**src/sv/skt_pkg.sv**
```systemverilog
`timescale 1ns / 1ps

package skt_pkg;

   localparam int KEY_W     = 32;
   localparam int PAYLOAD_W = 32;
   localparam int COUNT_W   = 7;

   typedef enum logic [1:0] {
      OP_INSERT = 2'd0,
      OP_DELETE = 2'd1,
      OP_SEARCH = 2'd2,
      OP_CLEAR  = 2'd3
   } op_type;

   typedef enum logic [1:0] {
      ST_DONE      = 2'd0,
      ST_DUP       = 2'd1,
      ST_NOT_FOUND = 2'd2,
      ST_FULL      = 2'd3
   } status_type;

   typedef enum logic [2:0] {
      FSM_IDLE,
      FSM_COMPARE,
      FSM_REDUCE1,
      FSM_REDUCE2,
      FSM_APPLY
   } fsm_type;

   // broadcast to every cell of the chain
   typedef struct packed {
      logic                 cmp;
      logic                 ins;
      logic                 del;
      logic [KEY_W-1:0]     key;
      logic [PAYLOAD_W-1:0] payload;
   } cell_ctrl_type;

endpackage

```
**src/sv/skt_reduce.sv**
```systemverilog
`timescale 1ns / 1ps

module skt_reduce #(
   parameter int N = 32
) (
   input  logic                                 clock,
   input  logic [N-1:0]                         hit_vec,
   input  logic [N-1:0][skt_pkg::PAYLOAD_W-1:0] data_vec,
   output logic                                 hit,
   output logic [skt_pkg::PAYLOAD_W-1:0]        data
);
   import skt_pkg::*;

   logic                 hit_ff, hit_in;
   logic [PAYLOAD_W-1:0] data_ff, data_in;

   // keys are unique, so at most one input is hit and an or picks its data
   always_comb begin
      hit_in  = 1'b0;
      data_in = '0;
      for (int i = 0; i < N; i++) begin
         hit_in  = hit_in | hit_vec[i];
         data_in = data_in | (data_vec[i] & {PAYLOAD_W{hit_vec[i]}});
      end
   end

   always_ff @(posedge clock) begin
      hit_ff  <= hit_in;
      data_ff <= data_in;
   end

   assign hit  = hit_ff;
   assign data = data_ff;

endmodule

```
**config.mk**
```make
export PLATFORM = sky130hd
export DESIGN_NAME = skt_reduce
export DESIGN_NICKNAME = d
export VERILOG_FILES = /design/src/sv/skt_pkg.sv /design/src/sv/skt_reduce.sv
export SDC_FILE = /design/constraint.sdc
export NUM_CORES = 1
export LEC_CHECK = 0
export ABC_AREA = 1
export BUFFER_PORTS_ARGS = -buffer_cell sky130_fd_sc_hd__buf_2
export CORE_AREA = 2 2 430 432
export CTS_CLUSTER_DIAMETER = 80
export DETAILED_ROUTE_END_ITERATION = 7
export DIE_AREA = 0 0 432 434
export PLACE_DENSITY = 0.3
export SLEW_MARGIN = 20
export SYNTH_ARGS = -nofsm -noshare
export SYNTH_HDL_FRONTEND = slang
export SYNTH_SLANG_ARGS = --single-unit
```
**constraint.sdc**
```tcl
create_clock -name clock -period 1 [get_ports clock]
set_input_delay 0.05 -clock clock [delete_from_list [all_inputs] [get_ports clock]]
set_output_delay 0.05 -clock clock [all_outputs]
set_load 0.05 [all_outputs]
```
==> metrics.md <==
| Metric | Value |
|---|---|
| Status | finished, violations left |
| Violated checks | setup timing |
| Crit path from | data[24]$_DFF_P_ |
| Nature of the critical path endpoint | primary output |
| Avg Synthesized Cell Area | 4.488 sq um |
| Post-route minimum period | 1.062 ns |
| Maxcap violations | 0 |
| Worst-Margin Slew | around 0.37 ns |
| Power per Cell Area | 587.3 nW/um^2 |
| Combinational Power Share | 0.729 |
| Most common cell after layout, fill and taps aside | nand2_1 |
| Port buffer count | 1089 |
| CTS tree | built |
| Synth Area in Simple Gates | 0.7955 |
| Unrepaired setup endpoints after global routing | true |
| Peak VDD IR | 592.1 uV |
| Critical Path, Cell by Cell | buf_8 |
| Critical path launch point type | flop |
| Starting Density | 0.05410 |
| Cts hold-fix bufs | 0 |
| Syn_nets | 3257 |
| Fin crit share | 1.062 |
| Synth area leader | nand2_1 |
| Routed Antenna Nets | 0 |
| Switching Share | 0.5162 |
| Synth Register Bits | 33 |
| Core area | 182500 sq um |
| Detail Placement HPWL | 134700 um |
| Net Switching | 6.613 mW |
| Gr ovfl total | 0 |
| Synth unique cells | 11 |
| Clock tree buffer depth | 2 |
| DR DRC count | 0 |
| CP Capture Point | data[24] |
| Bufs and invs on worst path | 1 |
| DR vias/cell | 3.156 |
| Share of the synthesized area in the top cell type | 0.6201 |
| Drt wl/cell | about 26 um |
| Pre-Repair DR Iteration Count | 5 |
| Rel. slew slack | 0.7540 |
| Netlist Area Pre-Place | 9873 sq um |
| Die H | approximately 430 um |
| CP Depth | 1 |
| First-pass GRT wire length | 183100 um |
| Die Area | ~190000 sq um |
| Post-synthesis xor/xnor area fraction | 0 |
| Adder-Cell Fraction of Synth Area | 0 |
| Cell Count Post-Placement | ~5800 |
| GPL Wtd Cong | 0.9356 |
| Clock sink total | 33 |
| Largest family of logic cells by synthesized area | simple AND/OR/NAND/NOR gates |
| Clk pwr share | 0.171 |
| CP Max Fanout | 1 |
| Post-synthesis mux area share | 0 |
| Ys Warns | 0 |
| Finished Layout Cells | ~6000 |
| Max-slew violation count | 0 |
| Num ports | ~1100 |
| Worst EP required | 0.95 ns |
| Antenna violations before repair | 85 |
| Die Span X | 432 um |
| Cell Rows | 157 |
| Layout cells sized above 1 | 0.4917 |
| Routed vias | 18440 |
| Largest cells by area after synthesis | nand2_1, nor2_1, buf_6 |
| Initial DRC Count | 1185 |
| Fin. Hold Viols | 0 |
| Slowest CP cell | dfxtp_4 |
| Pin count of the biggest net entering global routing | 30 |
| NumNets Final | between 4000 and 5000 |
| Vias in the first global route | 18660 |
| Clk pin slew, worst setup/hold paths | roughly 0.11 ns |
| CTS H-tree depth | 2 |
| Hold crit path type | primary input to flop |
| WP data arrival | 1.01 ns |
| Cts bufs inserted | 5 |
| Most frequent cells in the layout | nand2_1, buf_2, nor2_1 |
| Synth Area in Compound Gates | 0 |
| Root Buffer | clkbuf_16 |
| GRT Util Overall | 0.1514 |
| Leakage Power | between 10 and 15 nW |
| Reg power frac | 0.101 |
| Total power | ~13 mW |
| CP peak stage delay | 0.47 ns |
| Final setup viols | 7 |
| Area delta synth->final | 120.9% |
| Pint | just over 6 mW |
| Highest clock rate | 941.5 MHz |
| CP top delay family | flip-flops |
| Final worst-path setup slack | -0.06208 ns |
| Drt total wl | roughly 150000 um |
| Post-Syn Instances | between 2000 and 2500 |
| Type of the worst setup path | flop to primary output |
| Register area share after synthesis | 0.06691 |
[how the worst min path moves through the flow]
stage                                   to     startpoint  slack, ns  cells past startpoint
after CTS                 data[26]$_DFF_P_  data_vec[378]       0.02                      7
after global placement    data[26]$_DFF_P_  data_vec[378]       0.43                      7
after global routing      data[26]$_DFF_P_  data_vec[378]       0.09                      7
after floorplan            data[0]$_DFF_P_  data_vec[608]       0.30                      6
final                     data[24]$_DFF_P_  data_vec[696]       0.06                      7
after detailed placement  data[26]$_DFF_P_  data_vec[378]       0.42                      7
[synthesized netlist by cell type (all sizes together)]
library cell / count
nor2: 338
nand2: 1697
buf: 127
dfxtp: 33
nand4: 4
clkbuf: 1
[power by group through the flow]
stage | combinational [mW] | sequential, mW | clock, mW
floorplan | 2.98 | 1.35 | 0
global placement | 8.56 | 1.34 | 0
detailed placement | 8.50 | 1.34 | 0
CTS | 9.07 | 1.29 | 2.45
global route | 10.2 | 1.29 | 2.39
finish | 9.33 | 1.29 | 2.19
[cell type report]
cell class / count / area, sq um
antenna: 23 / 57.56
clock inverter: 1 / 7.507
tap: 2385 / 2984
fill: 21860 / 160700
clock buffer: 6 / 138.9
multi-input combinational: 2039 / 8950
sequential: 33 / 698.2
timing repair buffer: 1354 / 8977
[worst min-delay path: stages]
cell and delay (ns):
buf_2 0.08, nand2_1 0.04, nand2_1 0.05, nor2_1 0.04, nand2_1 0.05, nor2_1 0.04
nand2_1 0.05
[per-stage QoR]
stage	hold slack, ns	setup TNS (ns)	setup slack [ns]	cell area, sq um	utilization
CTS	0.01552	-0.4193	-0.1082	20770	0.1138
finish	0.05793	-0.1766	-0.06208	21810	0.1195
global placement	0.4263	-24.30	-1.231	19490	0.1068
floorplan	0.2955	0	0.2257	9873	-
global route	0.09018	-0.3291	-0.1199	21780	0.1193
detailed placement	0.4219	-23.89	-1.249	19490	0.1068
[kinds of logic (layout without fill, tap and decap cells)]
logic type	after synthesis	after routing
buffers and inverters	128	1361
DFF	33	33
other	0	23
and+or+nand+nor	2039	2039
[routing by layer]
metal / global-route usage / wire, um / vias to the layer above
li1: - / - / 8995
met5: 0 / 350 / -
met2: 0.2757 / 78650 / 814
met4: 0.03766 / 3459 / 56
met1: 0.1747 / 60280 / 8409
met3: 0.03843 / 10080 / 163
[repair_timing]
item	4_1_cts	5_1_grt
resized for setup	317	212
endpoints found under the hold margin	0	0
buffers inserted	20	19
cloned	1	7
pin swaps	49	94
endpoints found under the setup margin	60	37
[flip-flops by register name, summed over array words and instances, names as in the netlist]
| name | count |
|---|---|
| data | 32 |
| hit | 1 |
(Power assumes the default switching activity.)
