==> config.mk <==
export PLATFORM = sky130hd
export DESIGN_NAME = skt_cell
export DESIGN_NICKNAME = d
export VERILOG_FILES = /design/src/sv/skt_pkg.sv /design/src/sv/skt_cell.sv
export SDC_FILE = /design/constraint.sdc
export NUM_CORES = 1
export LEC_CHECK = 0
export BUFFER_PORTS_ARGS = -buffer_cell sky130_fd_sc_hd__buf_2
export CORE_AREA = 5 5 100 102
export CTS_BUF_LIST = sky130_fd_sc_hd__clkbuf_8 sky130_fd_sc_hd__clkbuf_16
export DETAILED_ROUTE_END_ITERATION = 12
export DIE_AREA = 0 0 105 107
export PLACE_DENSITY_LB_ADDON = 0.05
export SYNTH_ARGS = -nofsm -noshare
export SYNTH_HDL_FRONTEND = slang
export SYNTH_SLANG_ARGS = --single-unit
export TNS_END_PERCENT = 100
==> constraint.sdc <==
create_clock -name clock -period 11.01 [get_ports clock]
set_input_delay 0.5505 -clock clock [delete_from_list [all_inputs] [get_ports clock]]
set_output_delay 0.5505 -clock clock [all_outputs]
set_load 0.005 [all_outputs]
==> src/sv/skt_pkg.sv <==
`timescale 1ns / 1ps

package skt_pkg;

   localparam int KEY_W     = 32;
   localparam int PAYLOAD_W = 32;
   localparam int COUNT_W   = 7;

   typedef enum logic [1:0] {
      OP_INSERT = 2'd0,
      OP_DELETE = 2'd1,
      OP_SEARCH = 2'd2,
      OP_CLEAR  = 2'd3
   } op_type;

   typedef enum logic [1:0] {
      ST_DONE      = 2'd0,
      ST_DUP       = 2'd1,
      ST_NOT_FOUND = 2'd2,
      ST_FULL      = 2'd3
   } status_type;

   typedef enum logic [2:0] {
      FSM_IDLE,
      FSM_COMPARE,
      FSM_REDUCE1,
      FSM_REDUCE2,
      FSM_APPLY
   } fsm_type;

   // broadcast to every cell of the chain
   typedef struct packed {
      logic                 cmp;
      logic                 ins;
      logic                 del;
      logic [KEY_W-1:0]     key;
      logic [PAYLOAD_W-1:0] payload;
   } cell_ctrl_type;

endpackage

==> src/sv/skt_cell.sv <==
`timescale 1ns / 1ps

module skt_cell (
   input  logic                          clock,
   input  skt_pkg::cell_ctrl_type        ctrl,
   input  logic                          occupied,
   input  logic [skt_pkg::KEY_W-1:0]     left_key,
   input  logic [skt_pkg::PAYLOAD_W-1:0] left_payload,
   input  logic                          left_less,
   input  logic [skt_pkg::KEY_W-1:0]     right_key,
   input  logic [skt_pkg::PAYLOAD_W-1:0] right_payload,
   output logic [skt_pkg::KEY_W-1:0]     stored_key,
   output logic [skt_pkg::PAYLOAD_W-1:0] stored_payload,
   output logic                          less,
   output logic                          equal
);
   import skt_pkg::*;

   logic [KEY_W-1:0]     key_ff, key_in;
   logic [PAYLOAD_W-1:0] payload_ff, payload_in;
   logic                 less_ff, less_in;
   logic                 equal_ff, equal_in;

   always_comb begin
      key_in     = key_ff;
      payload_in = payload_ff;
      less_in    = less_ff;
      equal_in   = equal_ff;
      if (ctrl.cmp) begin
         less_in  = occupied && ($signed(key_ff) < $signed(ctrl.key));
         equal_in = occupied && (key_ff == ctrl.key);
      end
      // cells below the insert point keep, the first one at or above takes the new entry
      if (ctrl.ins && !less_ff) begin
         if (left_less) begin
            key_in     = ctrl.key;
            payload_in = ctrl.payload;
         end else begin
            key_in     = left_key;
            payload_in = left_payload;
         end
      end else if (ctrl.del && !less_ff) begin
         key_in     = right_key;
         payload_in = right_payload;
      end
   end

   always_ff @(posedge clock) begin
      key_ff     <= key_in;
      payload_ff <= payload_in;
      less_ff    <= less_in;
      equal_ff   <= equal_in;
   end

   assign stored_key     = key_ff;
   assign stored_payload = payload_ff;
   assign less           = less_ff;
   assign equal          = equal_ff;

endmodule

==> flow_summary.yaml, run 1 <==
floorplan:
  num_rows: 35
  initial_core_util_pct: 45.9
  io-pin-count: 264
  die_x_um: 105
  core_area_um2: 9020
  die_height_um: 107
  die-area_um2: 11200
placement:
  place_hpwl_um: 9870
  place_area_um2: 5530
  gp_congestion: 0.851
  io_buffers: 263
  dp_cells: 755
final_layout:
  fillers: 841
  final_core_util_pct: 63.3
  stdcell_area_um2: 5710
  fin_nets: 885
  area_delta_synth_final_pct: 38.0
  drive_above_1_share_pct: 42.9
  fin_cells: 771
logic_synthesis:
  synth-edff-count: 66
  synth_area_um2: 4140
  ys_async_sr_fraction_pct: 0
  ys_seq_elements: 66
  synth_area_leaders: "edfxtp_1 48%, mux2i_1 16%, ha_1 9.7%"
  syn_area_per_cell_um2: 10.3
  yosysMostFrequentCell: "nand2_1"
  synth_nets: 630
  synth_warnings: 0
  synth_commonest_cells: "72 x nand2_1, 66 x edfxtp_1, 65 x mux2i_1"
  post_synth_inst_count: 400
  yosysUniqueCellTypes: 24
  synthFlopType: "edfxtp_1"
  synth_top_area_share_pct: 47.9
  synth.largest_area_cell: "edfxtp_1"
  ys_seq_area_share_pct: 47.9
clock_network:
  cts_resized: 0
  path_clk_slew_ns: 0.07
  cts-root-buf: "clkbuf_8"
  cts_sinks: 66
  clk_path_buf_depth: 2
  htree_levels: 3
  cts_buffers: 9
  post_cts_buffers: 0
  cts_tree: "built"
  clk_latency_ns: 0.33
  cts_hold_repair.buffers: 0
routing:
  ant_nets: 0
  routedWlPerCell_um: 15.7
  drc: 0
  first_iter_violations: 97
  via_per_inst: 4.93
  drt_wl_total_um: 12100
  vias: 3800
  dr.pass1.iters: 5
global_route:
  grt_util_met3_pct: 6.38
  grt_use_met2_pct: 36.1
  busiest_layer: "met2"
  track_usage_pct: 20.6
  use_met1_pct: 22.2
  grt_pass1_vias: 3944
  grt_max_degree: 71
  grt_pass1_wl_um: 18400
  antenna_found_initial: 1
  overflow: 0
sta:
  fmax_mhz: 480
  post-route-min-period_ns: 2.08
  relSlewSlack_pct: 29.7
  rsz0062_at_grt: "false"
  worst_clock_skew_ns: 0.0101
  setup_viol: 0
  maxSlewViolCount: 0
  hold_viol: 0
  tns_ns: 0
  tightest_slew_ns: 1.06
  period_share_pct: 18.9
setup_path:
  cp_cell_sequence: "nand2b_4 > buf_4 > o21ai_1"
  path_max_fanout: 70
  cpPeakStageDelay_ns: 0.62
  crit_path_end: "stored_payload[28]"
  cp.arrival_ns: 2.14
  setup.worst_path.start_class: "flip-flop"
  crit_required_ns: 11.07
  slowest_stage: "buf_4"
  r2r_setup_slack_ns: 8.93
  crit_type: "flip-flop to flip-flop"
  r2r-start: "less"
  crit_start: "less"
  worstReg2RegEnd: "stored_payload[28]"
  ff2ff_path_depth: 3
  crit_path_end_kind: "flip-flop"
power:
  leakage_nw: 2.98
  powerDensity_nw_per_um2: 121
  finalPower_mw: 0.689
  peakVddDrop_uv: 74.0
outcome:
  outcome: "complete, no violations"
job:
  cap_viol_max_count: 0
worst_hold_path:
  min_path_type: "primary input to flip-flop"
## flip-flops by register name (all words and copies together) (netlist names)
| name | count |
|---|---|
| stored_key | 32 |
| stored_payload | 32 |
| equal | 1 |
| less | 1 |
## worst min path at each step
stage / to / slack [ns] / depth (start not counted) / start
3_5_place_dp: less / 0.78 / 1 / ctrl[66]
3_3_place_gp: equal / 0.77 / 1 / ctrl[66]
6_report: equal / 0.44 / 1 / ctrl[66]
4_1_cts: equal / 0.43 / 1 / ctrl[66]
2_1_floorplan: equal / 0.66 / 0 / ctrl[66]
5_1_grt: less / 0.43 / 1 / ctrl[66]
## power by group
| group | leakage, nW | switching (mW) | internal [mW] | total (mW) |
|---|---|---|---|---|
| logic | 2.23 | 0.0915 | 0.0834 | 0.175 |
| registers | 0.651 | 0.0112 | 0.314 | 0.326 |
| clock network | 0.0965 | 0.0886 | 0.100 | 0.189 |
| total | 2.98 | 0.191 | 0.498 | 0.689 |
## placed cells by master, fill, tap and decap left out, types with 2 or more instances in the layout
| cell | Yosys | routed |
|---|---|---|
| nand4_1 | 5 | 5 |
| nor2_1 | 4 | 3 |
| nand3_1 | 3 | 3 |
| o21a_1 | 2 | 2 |
| nand2_1 | 72 | 72 |
| o21ai_0 | 8 | 8 |
| mux2i_1 | 65 | 65 |
| a21o_1 | 2 | 2 |
| edfxtp_1 | 66 | 66 |
| clkbuf_8 | 0 | 9 |
| buf_4 | 0 | 3 |
| inv_1 | 34 | 37 |
| buf_2 | 11 | 262 |
| a21oi_2 | 2 | 2 |
| o21ai_1 | 61 | 61 |
| ha_1 | 32 | 32 |
| a21oi_1 | 14 | 14 |
## critical path: cells and delay by family, from the launching register on
family | cells | cell delay [ns]
and+or+nand+nor | 1 | 0.51
AOI/OAI and AO/OA | 1 | 0.15
buffers and inverters | 1 | 0.62
DFF | 1 | 0.47
## per-layer routing
layer  part of all wire (%)  wire [um]
met3                    8.6       1040
met4                    3.7        441
met5                      0          0
met1                     36       4340
met2                     52       6250
## area by class of cell
| class | count | area, um^2 | area share (%) |
|---|---|---|---|
| Sequential cell | 66 | 1980 | 34.7 |
| Timing Repair Buffer | 265 | 1330 | 23.3 |
| Tap cell | 111 | 139 | 2.43 |
| Inverter | 34 | 128 | 2.23 |
| Antenna cell | 1 | 2.50 | 0.0438 |
| Multi-Input combinational cell | 279 | 1950 | 34.2 |
| Clock inverter | 6 | 52.6 | 0.920 |
| Clock buffer | 9 | 124 | 2.17 |
## cell families (layout without fill, tap and decap cells)
| kind of cell | count (synthesis) | count (layout) | share of synthesized area [%] |
|---|---|---|---|
| AO/OA/AOI/OAI | 91 | 91 | 12.0 |
| AND/OR/NAND/NOR | 91 | 91 | 9.37 |
| flip-flops | 66 | 66 | 47.9 |
| multiplexers | 65 | 65 | 15.7 |
| buffers and inverters | 55 | 314 | 5.32 |
| adder cells (fa/ha/maj) | 32 | 32 | 9.67 |
| other | 0 | 1 | 0 |
## metrics by stage
stage	hold slack, ns	worst slack, ns
floorplan	0.663	7.23
global placement	0.772	8.83
detailed placement	0.775	8.76
CTS	0.428	8.86
global route	0.426	8.69
finish	0.445	8.93
No activity file was read; power rests on OpenSTA's default activity.
==> inputs of run 2 (changes only) <==
ABC_AREA = 1   (was unset)
CORE_AREA = 5 5 110 112   (was 5 5 100 102)
DIE_AREA = 0 0 115 117   (was 0 0 105 107)
clock period = 1.67 ns   (was 11.01 ns; I/O delays follow)
==> flow_summary.yaml, run 2 <==
setup_path:
  cp.buffers_inverters: 0
  crit_path_end_kind: "flip-flop"
  cp_cell_sequence: "ha_4 > nand2_2 > nor2_2 > nand2_2 > nor4_4 > nand2_1 > a21oi_1 > nor2_1"
  cp.arrival_ns: 1.74
  crit_required_ns: 1.74
  cp_top_family: "simple AND/OR/NAND/NOR gates"
  crit_type: "flip-flop to flip-flop"
  slowest_stage: "edfxtp_1"
  setup.worst_path.start_class: "flip-flop"
  cpPeakStageDelay_ns: 0.43
  cpMostUsedCell: "nand2_2"
  path_max_fanout: 2
placement:
  gp_congestion: 0.767
  place_hpwl_um: 10400
  io_buffers: 263
  place_area_um2: 5700
sta:
  fmax_mhz: 599
  rsz0062_at_grt: "true"
  worst_clock_skew_ns: 0.0102
  hold_viol: 0
  setup_viol: 0
  tightest_slew_ns: 0.318
  period_share_pct: 99.9
  relSlewSlack_pct: 78.8
  maxSlewViolCount: 0
  post-route-min-period_ns: 1.67
final_layout:
  final_core_util_pct: 55.1
  fillers: 1074
  seqCellArea_um2: 1980
  multi_input_area_um2: 2040
  diodes: 0
  area_delta_synth_final_pct: 47.0
  final_common_cell: "buf_2"
  stdcell_area_um2: 6130
  final_cell_mix: "263 x buf_2, 157 x nand2_1, 71 x nor2_1"
  fin_nets: 986
  drive_above_1_share_pct: 41.3
global_route:
  grt_max_degree: 81
  overflow: 0
  grt_pass1_wl_um: 19900
  antenna_found_initial: 0
  grt_pass1_vias: 4272
  track_usage_pct: 18.8
outcome:
  outcome: "complete, no violations"
worst_hold_path:
  min_path_type: "primary input to flip-flop"
floorplan:
  initial_core_util_pct: 37.4
  core_area_um2: 11100
  die_x_um: 115
  die_height_um: 117
  num_rows: 39
  die-area_um2: 13500
  io-pin-count: 264
power:
  powerDensity_nw_per_um2: 857
  finalPower_mw: 5.25
  peakVddDrop_uv: 582
  leakage_nw: 3.02
logic_synthesis:
  synth_area_um2: 4170
  synth_commonest_cells: "160 x nand2_1, 74 x nor2_1, 66 x edfxtp_1"
  synth_area_leaders: "edfxtp_1 48%, nand2_1 14%, a31oi_1 9.6%"
  ys_seq_elements: 66
  synth_nets: 727
  synth_top_area_share_pct: 47.6
  synthXorXnorAreaFrac_pct: 0
  synth_top_family_by_area: "simple AND/OR/NAND/NOR gates"
  synth_warnings: 0
  yosys.area_share.adder_pct: 9.61
  synth.area.mux_share_pct: 0
  ys_seq_area_share_pct: 47.6
  synth-edff-count: 66
  synth.largest_area_cell: "edfxtp_1"
  yosysUniqueCellTypes: 25
  synth-compound-area-share_pct: 12.5
  synthSimpleGateAreaFrac_pct: 23.5
  yosysMostFrequentCell: "nand2_1"
  ys_async_sr_fraction_pct: 0
  synthFlopType: "edfxtp_1"
  post_synth_inst_count: 497
  syn_area_per_cell_um2: 8.38
clock_network:
  path_clk_slew_ns: 0.06
  cts_tree: "built"
  htree_levels: 3
  cts-root-buf: "clkbuf_16"
  cts_sinks: 66
  cts_buffers: 9
  clk_latency_ns: 0.32
  clk_path_buf_depth: 2
routing:
  ant_nets: 0
  drc: 0
  dr.pass1.iters: 4
  drt_wl_total_um: 13200
  first_iter_violations: 141
  via_per_inst: 4.73
  vias: 4272
  routedWlPerCell_um: 14.6
job:
  cap_viol_max_count: 0
==> run 2: changes by cell type after synthesis, moves of 2 or more <==
cell	delta
o21ai_0	-6
o21ai_1	-61
clkbuf_1	-4
nand2b_1	-2
a31oi_1	+64
buf_2	+10
nand2_1	+88
inv_1	+4
inv_2	+4
a21oi_2	-2
mux2i_1	-65
nor2_1	+70
nand4_1	-4
==> run 2: cell type report <==
class	instances	share of cell area, %
clock buffers	9	3.68
clock inverters	7	1.00
inverters	42	2.57
multi-input cells	362	33.3
flip-flops and latches	66	32.4
well taps	143	2.92
repair buffers	275	24.2
==> run 2: routing by layer <==
| metal | vias up | wire length [um] | track usage, % |
|---|---|---|---|
| met5 | - | 0 | 0 |
| met4 | 0 | 193 | 5.48 |
| met3 | 10 | 1290 | 6.32 |
| met2 | 162 | 6740 | 34.5 |
| met1 | 1893 | 4940 | 20.7 |
| li1 | 2207 | - | - |
==> run 2: metrics by stage <==
| step | setup slack (ns) | TNS (ns) | cells | hold slack [ns] |
|---|---|---|---|---|
| floorplan | -0.153 | -9.79 | 497 | 0.196 |
| global placement | -0.0152 | -0.0152 | 886 | 0.308 |
| detailed placement | -0.0461 | -0.0461 | 886 | 0.304 |
| CTS | -0.0388 | -0.0388 | 903 | 0.0952 |
| global route | -0.102 | -0.162 | 904 | 0.111 |
| finish | 0.00136 | 0 | 904 | 0.105 |
==> run 2: cell families after synthesis <==
logic type,after synthesis
simple gates,246
flops,66
buf+inv,69
compound gates,84
fa+ha+maj,32
==> run 2: timing repair <==
item | CTS | global route
setup endpoints to repair | 1 | 2
hold buffers | 1 | 0
hold endpoints to repair | 2 | 0
pin swaps | 0 | 1
gates resized for setup | 2 | 14
buffers inserted | 0 | 1
==> run 2: where the power goes <==
part           leakage [nW]  total (mW)  switching [mW]  internal [mW]
Combinational          2.25        1.31           0.698          0.609
Clock                 0.138        1.79           0.655           1.14
Sequential            0.635        2.15          0.0791           2.07
Total                  3.02        5.25            1.43           3.82
==> run 2: path summary, 6_finish.rpt <==
path	startpoint	to	slack (ns)	depth (start not counted)
hold reg to reg	less	stored_key[2]	0.91	2
setup / recovery	stored_key[27]	less	0.001	8
setup reg to reg	stored_key[27]	less	0.001	8
hold / removal	right_key[4]	stored_key[4]	0.11	3
==> run 2: worst min-delay path, cell delays in order <==
cell and delay [ns]:
buf_2 0.07, nor2_1 0.03, a31oi_1 0.12
